[src/rtl/core/mncr_pkg.sv]
// Shared types and constants for the MIDI note and channel router.
package mncr_pkg;

	// Remap table sizing.
	localparam int MAX_REMAPS = 32;
	localparam int IDX_W      = (MAX_REMAPS > 1) ? $clog2(MAX_REMAPS) : 1;
	localparam int CNT_W      = $clog2(MAX_REMAPS + 1);

	// Configuration register indexes.
	localparam int          CFG_IDX_W        = 1;
	localparam logic [0:0]  REG_IN_FILTER    = 1'd0;
	localparam logic [0:0]  REG_OUT_OVERRIDE = 1'd1;

	// Command opcodes.
	localparam logic [1:0] OP_ROUTE = 2'd0;
	localparam logic [1:0] OP_SET   = 2'd1;
	localparam logic [1:0] OP_CLEAR = 2'd2;

	// Message kinds.
	localparam logic [2:0] KIND_NOTE_OFF = 3'd0;
	localparam logic [2:0] KIND_NOTE_ON  = 3'd1;
	localparam logic [2:0] KIND_POLY_AT  = 3'd2;
	localparam logic [2:0] KIND_CHAN_PRS = 3'd3;

	// Result status codes.
	localparam logic [1:0] ST_FORWARDED = 2'd0;
	localparam logic [1:0] ST_DROPPED   = 2'd1;
	localparam logic [1:0] ST_UPDATED   = 2'd2;
	localparam logic [1:0] ST_FULL      = 2'd3;

	// One command beat.
	typedef struct packed {
		logic [1:0] opcode;
		logic [2:0] msg_kind;
		logic [4:0] msg_channel;
		logic [6:0] data_first;
		logic [6:0] data_second;
		logic [6:0] src_note;
		logic [4:0] src_channel;
		logic [6:0] dst_note;
		logic [4:0] dst_channel;
	} cmd_t;

	// One result beat.
	typedef struct packed {
		logic [1:0] status;
		logic [2:0] out_kind;
		logic [4:0] out_channel;
		logic [6:0] out_data_first;
		logic [6:0] out_data_second;
	} result_t;

	// One stored remap entry.
	typedef struct packed {
		logic [4:0] dst_channel;
		logic [6:0] dst_note;
		logic [4:0] src_channel;
		logic [6:0] src_note;
	} remap_entry_t;

endpackage

[src/rtl/core/midi_note_channel_router_core.sv]
// Top level of the MIDI note and channel router with its ordered remap table.
//
// Usage: a command beat on cmd is taken at a rising edge where start is high
// and busy is low. Route commands filter and remap one decoded MIDI message;
// set commands replace or append one remap entry; clear commands empty the
// table. Every command gives exactly one result beat on result, marked by a
// one-cycle done strobe. The receiver cannot stall, so a result is shown once.
// The configuration port (cfg_we, cfg_idx, cfg_wdata) writes the input channel
// filter and the output channel override, with no read-back.
// Timing: the table sits in a memory with one write port and one registered
// read port, and is walked one entry per cycle by one shared entry comparator.
// A routed note message stops the walk at its first matching entry; a set
// command, which never hits, walks every entry; an empty walk and every other
// command go straight from the scan step to the finish step. busy falls in the
// cycle in which done is high, so the next command may be taken there.
// Reset: clears the configuration registers, the entry count and the
// sequencer. Table contents are not cleared; only entries below the count
// are ever read.
module midi_note_channel_router_core
	import mncr_pkg::*;
(
	input  logic                 clk,
	input  logic                 arst_n,
	input  logic                 start,
	output logic                 busy,
	input  cmd_t                 cmd,
	output logic                 done,
	output result_t              result,
	input  logic                 cfg_we,
	input  logic [CFG_IDX_W-1:0] cfg_idx,
	input  logic [4:0]           cfg_wdata
);

	typedef enum logic [1:0] {
		S_IDLE,
		S_SCAN,
		S_FIN
	} state_t;

	state_t        state_q;
	logic [4:0]    filter_q;
	logic [4:0]    override_q;
	logic [CNT_W-1:0] count_q;
	logic [CNT_W-1:0] rd_q;
	logic [CNT_W-1:0] lim_q;
	logic [CNT_W-1:0] wr_q;
	logic          pend_q;
	logic          pass_q;
	logic          hit_q;
	logic [6:0]    hit_note_q;
	logic [4:0]    hit_chan_q;
	cmd_t          cmd_q;
	logic          done_q;
	result_t       result_q;

	remap_entry_t  mem [MAX_REMAPS];
	remap_entry_t  rdata_s1;

	logic          accept;
	logic          is_set;
	logic          issue;
	logic          ent_match;
	logic          route_hit;
	logic [6:0]    key_note;
	logic [4:0]    key_chan;
	logic          mem_we;
	logic [IDX_W-1:0] mem_waddr;
	remap_entry_t  mem_wdata;
	logic          in_pass;
	logic [2:0]    in_kind;
	cmd_t          cmd_in;
	logic          full;
	logic [4:0]    route_chan;
	logic [4:0]    ovr_chan;
	result_t       fin_result;

	assign accept = start && (state_q == S_IDLE);
	assign busy   = (state_q != S_IDLE);
	assign done   = done_q;
	assign result = result_q;
	assign is_set = (cmd_q.opcode == OP_SET);

	// Filter decision and velocity-zero note-on folding at accept time.
	always_comb begin
		in_pass = (cmd.msg_channel == 5'd0) || (filter_q == 5'd0)
			|| (filter_q == cmd.msg_channel);
		in_kind = cmd.msg_kind;
		if (cmd.msg_kind == KIND_NOTE_ON && cmd.data_second == 7'd0) begin
			in_kind = KIND_NOTE_OFF;
		end
		cmd_in          = cmd;
		cmd_in.msg_kind = in_kind;
	end

	// Shared entry comparator: exact key for set, wildcard channel for route.
	always_comb begin
		key_note  = is_set ? cmd_q.src_note : cmd_q.data_first;
		key_chan  = is_set ? cmd_q.src_channel : cmd_q.msg_channel;
		ent_match = (rdata_s1.src_note == key_note)
			&& ((rdata_s1.src_channel == key_chan)
			|| (!is_set && rdata_s1.src_channel == 5'd0));
	end

	assign route_hit = (state_q == S_SCAN) && pend_q && !is_set && ent_match;
	assign issue     = (state_q == S_SCAN) && (rd_q < lim_q) && !route_hit;
	assign full      = (wr_q >= CNT_W'(MAX_REMAPS));

	// Memory write port: compaction copies during the walk, the append at the end.
	always_comb begin
		mem_we    = 1'b0;
		mem_waddr = wr_q[IDX_W-1:0];
		mem_wdata = rdata_s1;
		if (state_q == S_SCAN && pend_q && is_set && !ent_match) begin
			mem_we = 1'b1;
		end else if (state_q == S_FIN && is_set && !full) begin
			mem_we    = 1'b1;
			mem_wdata = '{dst_channel: cmd_q.dst_channel, dst_note: cmd_q.dst_note,
				src_channel: cmd_q.src_channel, src_note: cmd_q.src_note};
		end
	end

	// Remap table storage with a registered read.
	always_ff @(posedge clk) begin
		if (mem_we) begin
			mem[mem_waddr] <= mem_wdata;
		end
		rdata_s1 <= mem[rd_q[IDX_W-1:0]];
	end

	// Result of the finished command.
	always_comb begin
		route_chan = (hit_q && hit_chan_q != 5'd0) ? hit_chan_q : cmd_q.msg_channel;
		ovr_chan   = (override_q != 5'd0) ? override_q : route_chan;
		fin_result = '0;
		case (cmd_q.opcode)
			OP_SET: begin
				fin_result.status = full ? ST_FULL : ST_UPDATED;
			end
			OP_CLEAR: begin
				fin_result.status = ST_UPDATED;
			end
			OP_ROUTE: begin
				if (!pass_q) begin
					fin_result.status = ST_DROPPED;
				end else begin
					fin_result.status          = ST_FORWARDED;
					fin_result.out_kind        = cmd_q.msg_kind;
					fin_result.out_data_first  = cmd_q.data_first;
					fin_result.out_data_second = cmd_q.data_second;
					case (cmd_q.msg_kind) inside
						KIND_NOTE_OFF, KIND_NOTE_ON, KIND_POLY_AT: begin
							fin_result.out_channel = ovr_chan;
							if (hit_q) begin
								fin_result.out_data_first = hit_note_q;
							end
						end
						KIND_CHAN_PRS: begin
							fin_result.out_channel     = ovr_chan;
							fin_result.out_data_second = 7'd0;
						end
						default: begin
							fin_result.out_channel = (cmd_q.msg_channel != 5'd0)
								? ovr_chan : cmd_q.msg_channel;
						end
					endcase
				end
			end
			default: begin
				fin_result.status = ST_DROPPED;
			end
		endcase
	end

	// Sequencer, configuration registers and registered outputs.
	always_ff @(posedge clk or negedge arst_n) begin
		if (!arst_n) begin
			state_q    <= S_IDLE;
			filter_q   <= 5'd0;
			override_q <= 5'd0;
			count_q    <= '0;
			rd_q       <= '0;
			lim_q      <= '0;
			wr_q       <= '0;
			pend_q     <= 1'b0;
			pass_q     <= 1'b0;
			hit_q      <= 1'b0;
			hit_note_q <= 7'd0;
			hit_chan_q <= 5'd0;
			done_q     <= 1'b0;
		end else begin
			done_q <= 1'b0;
			if (cfg_we) begin
				unique case (cfg_idx)
					REG_IN_FILTER:    filter_q   <= cfg_wdata;
					REG_OUT_OVERRIDE: override_q <= cfg_wdata;
					default: ;
				endcase
			end
			unique case (state_q)
				S_IDLE: begin
					if (accept) begin
						pass_q <= in_pass;
						hit_q  <= 1'b0;
						rd_q   <= '0;
						wr_q   <= '0;
						pend_q <= 1'b0;
						// Only a set or a passing note message walks the table.
						if (cmd.opcode == OP_SET || (cmd.opcode == OP_ROUTE && in_pass
							&& (in_kind == KIND_NOTE_OFF || in_kind == KIND_NOTE_ON
							|| in_kind == KIND_POLY_AT))) begin
							lim_q <= count_q;
						end else begin
							lim_q <= '0;
						end
						state_q <= S_SCAN;
					end
				end
				S_SCAN: begin
					pend_q <= issue;
					if (issue) begin
						rd_q <= rd_q + CNT_W'(1);
					end
					if (mem_we) begin
						wr_q <= wr_q + CNT_W'(1);
					end
					if (route_hit) begin
						hit_q      <= 1'b1;
						hit_note_q <= rdata_s1.dst_note;
						hit_chan_q <= rdata_s1.dst_channel;
					end
					if (route_hit || (!issue && !pend_q)) begin
						state_q <= S_FIN;
					end
				end
				S_FIN: begin
					if (cmd_q.opcode == OP_SET) begin
						count_q <= full ? wr_q : wr_q + CNT_W'(1);
					end else if (cmd_q.opcode == OP_CLEAR) begin
						count_q <= '0;
					end
					done_q  <= 1'b1;
					state_q <= S_IDLE;
				end
				default: begin
					state_q <= S_IDLE;
				end
			endcase
		end
	end

	// Command and result payload registers.
	always_ff @(posedge clk) begin
		if (accept) begin
			cmd_q <= cmd_in;
		end
		if (state_q == S_FIN) begin
			result_q <= fin_result;
		end
	end

	// The entry count never exceeds the table size.
	a_count_bound: assert property (@(posedge clk) disable iff (!arst_n)
		count_q <= CNT_W'(MAX_REMAPS))
		else $error("entry count beyond table size");

	// Compaction never writes ahead of the entry being read.
	a_wr_behind_rd: assert property (@(posedge clk) disable iff (!arst_n)
		(state_q == S_SCAN) |-> (wr_q <= rd_q))
		else $error("compaction write pointer passed read pointer");

	// An accepted command makes the block busy in the next cycle.
	a_accept_busy: assert property (@(posedge clk) disable iff (!arst_n)
		accept |=> busy)
		else $error("command accepted without going busy");

	// Each result beat lasts one cycle, comes with an idle block and follows the finish step.
	a_done_pulse: assert property (@(posedge clk) disable iff (!arst_n)
		done |-> (!busy && $past(state_q) == S_FIN))
		else $error("done strobe outside the finish step");

	// The walk never reads beyond the valid entries.
	a_read_in_range: assert property (@(posedge clk) disable iff (!arst_n)
		issue |-> (rd_q < count_q))
		else $error("table read beyond entry count");

endmodule
[config.mk]
export PLATFORM = sky130hd
export DESIGN_NAME = midi_note_channel_router_core
export DESIGN_NICKNAME = d
export VERILOG_FILES = /design/src/rtl/core/mncr_pkg.sv /design/src/rtl/core/midi_note_channel_router_core.sv
export SDC_FILE = /design/constraint.sdc
export NUM_CORES = 1
export LEC_CHECK = 0
export BUFFER_PORTS_ARGS = -buffer_cell sky130_fd_sc_hd__buf_2
export CORE_UTILIZATION = 45
export CTS_CLUSTER_SIZE = 28
export DETAILED_ROUTE_END_ITERATION = 8
export PLACE_DENSITY = 0.68
export SETUP_SLACK_MARGIN = 0.02
export SYNTH_ARGS = -nofsm -noshare
export SYNTH_HDL_FRONTEND = slang
export SYNTH_SLANG_ARGS = --single-unit
[constraint.sdc]
create_clock -name clk -period 14.81 [get_ports clk]
set_input_delay 1.481 -clock clk [delete_from_list [all_inputs] [get_ports clk]]
set_output_delay 1.481 -clock clk [all_outputs]
set_load 0.005 [all_outputs]
==> results of run 1 <==
-- synthesized netlist by cell type (4+ instances only) --
cell / number / area share (%)
edfxtp_1: 840 / 71
mux4_2: 240 / 15
mux2_2: 65 / 2.1
clkbuf_1: 55 / 0.58
nand2_1: 53 / 0.56
dfrtp_1: 52 / 3.7
mux2i_1: 26 / 0.74
dfxtp_1: 24 / 1.4
nor2b_1: 22 / 0.39
nor2_1: 19 / 0.20
buf_1: 15 / 0.16
ha_1: 14 / 0.50
inv_1: 14 / 0.15
o21ai_0: 13 / 0.18
xnor2_1: 13 / 0.32
nor3_1: 12 / 0.17
a21oi_1: 11 / 0.16
and3_1: 9 / 0.16
buf_2: 9 / 0.13
a22o_1: 8 / 0.20
xor2_1: 8 / 0.20
and2_1: 7 / 0.12
nor4_1: 7 / 0.12
o21a_1: 7 / 0.15
a31oi_1: 6 / 0.11
nand3_1: 4 / 0.057
nor4b_1: 4 / 0.099
or4_1: 4 / 0.085
-- state kept, by name, summed over array words and instances (netlist names) --
register,flops
count_q,6
done,1
wr_q,6
mem,768
result,24
rd_q,6
cmd_q,48
override_q,5
pass_q,1
lim_q,6
hit_note_q,7
state_q,2
filter_q,5
pend_q,1
rdata_s1,24
hit_chan_q,5
hit_q,1
-- worst max-delay path, stage by stage, from the launching register on --
cell and delay (ns):
edfxtp_1 0.39, inv_1 0.13, ha_1 0.64, mux2i_1 0.29, xnor2_1 0.10, nor4_2 0.14, nand4_1 0.27, o2111a_1 0.47
o21ai_1 1.07, nor2b_4 0.28, buf_4 0.37
-- metal layers --
| metal | vias to the layer above | part of all wire [%] | track usage [%] |
|---|---|---|---|
| li1 | 6904 | - | - |
| met1 | 8721 | 40 | 28.4 |
| met2 | 787 | 47 | 32.1 |
| met3 | 158 | 9.4 | 5.91 |
| met4 | 2 | 3.1 | 7.51 |
| met5 | - | 0.022 | 0 |
-- cells by family after synthesis --
| family | after synthesis | synth area share, % |
|---|---|---|
| simple gates | 157 | 2.34 |
| xor+xnor | 21 | 0.520 |
| flops | 916 | 76.4 |
| buf+inv | 95 | 1.08 |
| mux | 331 | 18.1 |
| compound gates | 59 | 1.10 |
| fa+ha+maj | 14 | 0.495 |
-- path summary, 6_finish.rpt --
check	from	endpoint	depth (start not counted)
worst max-delay path	cmd_q[47]$_DFFE_PP_	mem[25][19]$_DFFE_PP_	10
worst min-delay path	rdata_s1[20]$_DFF_P_	hit_chan_q[1]$_DFFE_PN0P_	2
worst max register to register	cmd_q[47]$_DFFE_PP_	mem[25][19]$_DFFE_PP_	10
worst min register to register	rdata_s1[20]$_DFF_P_	hit_chan_q[1]$_DFFE_PN0P_	2
max in group asynchronous	arst_n	rd_q[2]$_DFFE_PN0P_	2
min in group asynchronous	arst_n	filter_q[1]$_DFFE_PN0P_	2
-- report_power, final --
part | switching, mW | internal, mW
clock network | 0.967 | 1.40
registers | 0.140 | 3.17
logic | 0.556 | 0.458
-- layout make-up --
type	count	area [µm²]	share of cell area (%)
Sequential cell	916	27000	67.0
Multi-Input combinational cell	582	8190	20.3
Clock buffer	119	2440	6.05
Tap cell	1040	1300	3.23
Timing Repair Buffer	121	701	1.74
Clock inverter	49	631	1.56
Inverter	14	52.6	0.130
Antenna cell	1	2.50	0.00620
-- per-stage QoR --
| stage | hold WS, ns | instance area, µm² | util (%) | worst slack, ns | total power, mW |
|---|---|---|---|---|---|
| floorplan | 0.415 | 35400 | - | 9.20 | 4.04 |
| global placement | 0.441 | 37300 | 48.0 | 10.51 | 4.35 |
| detailed placement | 0.441 | 37300 | 48.0 | 10.39 | 4.38 |
| CTS | 0.449 | 40300 | 52.0 | 10.40 | 6.73 |
| global route | 0.464 | 40300 | 52.0 | 10.02 | 6.91 |
| finish | 0.441 | 40300 | 52.0 | 10.36 | 6.68 |
==> key figures, run 1 <==
Clock tree
  • CTS clk-pin slew, worst paths: 0.06 ns
  • CTS Hold Bufs: 0
  • H-tree levels: 3
  • Root buf cell: clkbuf_16
  • TritonCTS clock tree: yes
  • Max Root-Sink Buffers: 3
  • Post CTS Setup Buffer Count: 0
  • CTS sink count: 916
  • Post-CTS resize count: 0
  • Clk_lat worst skew: 0.65 ns
  • CTS buffer count: 89

Worst hold path
  • HP Class: flop to flop

GRT
  • GR Util All Layers: 20.8%
  • GRT overflow: 0
  • First-pass GRT wire length: 117 mm
  • Antenna violations before repair: 3
  • Vias in the first global route: 17100
  • Largest net degree at the start of global routing: 58

Setup path
  • Critical Path RT: 15.16 ns
  • Type of the worst setup path: flop to flop
  • Critical path arrival: 4.80 ns
  • CP endpoint kind: flop
  • Crit start category: flop
  • Peak fanout along the critical path: 16
  • FF-to-FF setup slack: 10.36 ns

Detailed routing
  • Routed wire length: 80.6 mm
  • Drt wl/cell: 28.4 µm
  • Vias/cell: 5.83
  • Detail Route Antenna Nets: 0
  • DRT Pass-1 Iters: 5
  • DR vias: 16600
  • Drt initial violations: 1607
  • # DRC: 0

Cells and area
  • Layout cell share with drive strength beyond 1: 33.7%
  • Commonest non-fill, non-tap cells in the layout: 840 x edfxtp_1, 240 x mux4_2, 91 x clkbuf_16
  • Commonest non-fill, non-tap cell in the layout: edfxtp_1
  • Area Overhead vs Synth: 14.1%
  • Filler cells: 5985
  • Post-route insts no fill: 2842
  • Final nets: 1796

Floorplan
  • Die X-Extent: 282 µm
  • Std cell rows: 102
  • Ports: 84
  • Die ar.: 0.0797 mm²
  • Die extent in y: 282 µm
  • Core Region: 0.0776 mm²
  • Initial Util: 45.6%

STA
  • Slew HR: 10.4%
  • Final Hold Vio Count: 0
  • Worst-margin pin slew: 1.33 ns
  • Fmax: 225 MHz
  • Crit path time final: 4.45 ns
  • Max Slew Vio Count: 0
  • Fin crit share: 30.0%
  • Endpoints failing setup: 0
  • Setup TNS Final: 0 ns
  • RSZ-0062 raised after global routing: false
  • Setup Skew: 0.0284 ns

Logic synthesis
  • Net Count, Synth: 1665
  • Synth async-reset ratio: 5.68%
  • Post-synthesis cell area: 0.0354 mm²
  • Ys flop type: edfxtp_1
  • #FFs+latches synth: 916
  • Total number of yosys warnings: 0
  • Avg Synthesized Cell Area: 22.2 µm²
  • EDFF count, synth: 840
  • Count of cell types in the netlist: 47
  • Synthesized instance count: 1593
  • Sequential fraction of the synthesis area: 76.4%

Flow run
  • Maxcap violations: 0

Status
  • Status: complete, no violations

Power and ir drop
  • Maximum VDD drop: 0.000101 V
  • Leakage: 12.8 nW
  • Pwr per Cell Area: 166 mW/mm²

Place
  • Final GP Congestion: 0.813
  • PortBufs: 83
  • Placed cells: 2673
  • Dpl hpwl: 45.2 mm
Power figures use the tool's default switching activity.
==> run 2: changes to the inputs <==
==> constraint.sdc (replaced) <==
create_clock -name clk -period 4.6 [get_ports clk]
set_input_delay 0.46 -clock clk [delete_from_list [all_inputs] [get_ports clk]]
set_output_delay 0.46 -clock clk [all_outputs]
set_load 0.005 [all_outputs]
==> run 2 against run 1 <==
Net effect:
- combinational power rose to 3.9 times the previous value
- maximum frequency rose by 10%
- setup slack got worse by 9.8 ns
- count of clock-buffer cells in the layout rose by 2
- global-route usage barely moved
- register-to-register slack got worse by 9.8 ns
- largest cell class unchanged
- clock power rose to 3.2 times the previous value
- critical path depth did not move
- clock skew fell by 0.0020 ns
- sequential power rose to 3.2 times the previous value
- sequential cell count did not move
==> key figures, run 2 (synthesized netlist as in run 1, its figures left out) <==
GRT
  • Largest net degree at the start of global routing: 69 (+19%)
  • Antenna violations before repair: 2 (-1)
  • First-pass GRT wire length: 117 mm (about the same)
  • GRT overflow: 0 (unchanged)
  • Vias in the first global route: 16700 (-2.8%)
  • GR Util All Layers: 20.9% (+0.045 points)

Place
  • Placed cells: 2684 (+0.41%)
  • Area after DPL: 0.0375 mm² (+0.74%)
  • PortBufs: 83 (unchanged)
  • Final GP Congestion: 0.829 (+1.9%)
  • Dpl hpwl: 51.9 mm (+15%)

Clock tree
  • CTS clk-pin slew, worst paths: 0.06 ns (about the same)
  • H-tree levels: 3 (unchanged)
  • Clk_lat worst skew: 0.65 ns (about the same)
  • CTS Hold Bufs: 27 (+27)
  • Max Root-Sink Buffers: 3 (unchanged)
  • TritonCTS clock tree: yes
  • Post CTS Setup Buffer Count: 0 (unchanged)
  • CTS sink count: 916 (unchanged)
  • Post-CTS resize count: 0 (unchanged)
  • Root buf cell: clkbuf_16
  • CTS buffer count: 92 (+3.4%)

Cells and area
  • Post-route insts no fill: 2879 (+1.3%)
  • Reg with most FFs: mem
  • Area Overhead vs Synth: 15.5%
  • Final Util: 52.7% (+0.67 points)
  • Layout cell share with drive strength beyond 1: 33.4% (-0.32 points)
  • Final instance area: 0.0409 mm² (+1.3%)
  • Ant diodes: 0 (-1)
  • Filler cells: 5937 (-0.80%)
  • Sequential cell area: 0.0270 mm² (about the same)
  • Max reg flops: 768 (unchanged)
  • Commonest non-fill, non-tap cell in the layout: edfxtp_1
  • Commonest non-fill, non-tap cells in the layout: 840 x edfxtp_1, 240 x mux4_2, 97 x clkbuf_16
  • Top flop regs: mem x768, cmd_q x48
  • Final nets: 1837 (+2.3%)
  • Multi-input gate area: 0.00828 mm² (+1.1%)

Power and ir drop
  • Pwr per Cell Area: 536 mW/mm² (+220%)
  • Maximum VDD drop: 0.000438 V (+330%)
  • Total Power: 21.9 mW (+230%)
  • Leakage: 12.9 nW (+1.3%)

Floorplan
  • Initial Util: 45.6% (unchanged)
  • Die ar.: 0.0797 mm² (unchanged)
  • Ports: 84 (unchanged)
  • Die X-Extent: 282 µm (unchanged)
  • Std cell rows: 102 (unchanged)
  • Core Region: 0.0776 mm² (unchanged)
  • Die extent in y: 282 µm (unchanged)

Worst hold path
  • Hold Startpoint: cmd[0]
  • Hold worst-path end: cmd_q[0]$_DFFE_PP_
  • Worst hold path depth: 1 (-1)
  • HP Class: input port to flop

STA
  • Endpoints failing setup: 0 (unchanged)
  • Setup Skew: 0.0264 ns (-0.00200 ns)
  • Final Hold Vio Count: 0 (unchanged)
  • RSZ-0062 raised after global routing: false
  • Slew HR: 24.0% (+14 points)
  • Fin crit share: 87.7% (+58 points)
  • Worst-margin pin slew: 1.14 ns (-0.195 ns)
  • Max Slew Vio Count: 0 (unchanged)
  • Crit path time final: 4.03 ns (-0.416 ns)
  • Setup TNS Final: 0 ns (unchanged)
  • Fmax: 248 MHz (+10%)

Setup path
  • CP top delay family: compound AO/OA/AOI/OAI gates
  • Crit start category: flop
  • R2r startpoint: cmd_q[47]$_DFFE_PP_
  • Critical Path RT: 5.01 ns (-10.15 ns)
  • Critical-path top delay cell: o21ai_2
  • CP endpoint kind: flop
  • Peak fanout along the critical path: 13 (-3)
  • Cells on worst reg2reg path: 10 (unchanged)
  • RR Endpoint: mem[6][9]$_DFFE_PP_
  • FF-to-FF setup slack: 0.57 ns (-9.79 ns)
  • Max stage delay on crit path: 0.95 ns (-0.12 ns)
  • Crit path buffers/inverters: 2 (unchanged)
  • Type of the worst setup path: flop to flop
  • Critical path arrival: 4.44 ns (-0.36 ns)
  • CP cell instances: inv_1 -> ha_1 -> mux2i_1 -> xnor2_1 -> nor4_2 -> nand4_1 -> o2111a_1 -> o21ai_2 -> nor2b_4 -> buf_12

Detailed routing
  • DR vias: 16800 (+1.2%)
  • # DRC: 0 (unchanged)
  • Vias/cell: 5.82 (-0.12%)
  • Detail Route Antenna Nets: 0 (unchanged)
  • Drt initial violations: 1706 (+6.2%)
  • Drt wl/cell: 28.2 µm (-0.57%)
  • DRT Pass-1 Iters: 5 (unchanged)
  • Routed wire length: 81.2 mm (+0.73%)

Flow run
  • Maxcap violations: 0 (unchanged)

Status
  • Status: complete, no violations
[run 2: changes by cell type in the layout (fill, tap and decap cells not counted), sizes merged]
cell	change
dlygate4sd3	+27
buf	+11
diode	-1
clkinv	+5
clkbuf	+2
inv	-3
bufinv	-4
[run 2: through the flow]
stage | setup slack [ns] | hold WS [ns]
after floorplan | 0.148 | 0.164
after global placement | 0.657 | 0.442
after detailed placement | 0.631 | 0.439
after CTS | 0.576 | 0.00356
after global routing | 0.335 | 0.00440
final | 0.567 | 0.0390
[run 2: area by class of cell]
class	instances	share of cell area, %
Tap cell	1040	3.19
Timing Repair Buffer	159	2.82
Multi-Input combinational cell	582	20.3
Inverter	14	0.129
Sequential cell	916	66.1
Clock inverter	47	1.23
Clock buffer	121	6.24
[run 2: how the worst max path moves through the flow]
| stage | startpoint | end | slack [ns] | depth (start not counted) |
|---|---|---|---|---|
| final | cmd_q[47]$_DFFE_PP_ | mem[6][9]$_DFFE_PP_ | 0.57 | 10 |
| after global routing | cmd_q[47]$_DFFE_PP_ | mem[6][9]$_DFFE_PP_ | 0.33 | 10 |
| after CTS | cmd_q[47]$_DFFE_PP_ | mem[6][13]$_DFFE_PP_ | 0.58 | 10 |
| after detailed placement | cmd_q[47]$_DFFE_PP_ | mem[6][21]$_DFFE_PP_ | 0.63 | 10 |
| after global placement | cmd_q[47]$_DFFE_PP_ | mem[6][7]$_DFFE_PP_ | 0.66 | 10 |
| after floorplan | state_q[0]$_DFFE_PN0P_ | mem[17][0]$_DFFE_PP_ | 0.15 | 5 |
[run 2: metal layers]
| metal | GRT usage (%) | vias up | wire length (µm) |
|---|---|---|---|
| met5 | 0 | - | 0 |
| met1 | 31.1 | 8923 | 34800 |
| li1 | - | 6975 | - |
| met2 | 29.4 | 769 | 35700 |
| met3 | 7.26 | 100 | 9140 |
| met4 | 5.09 | 0 | 1520 |
[run 2: report_power, final]
group          internal, mW  switching, mW  total, mW  leakage, nW
combinational          1.55           2.39       3.93         2.99
clock                  4.41           3.09       7.50         1.47
sequential             10.2          0.278       10.5         8.47
total                  16.2           5.75       21.9         12.9
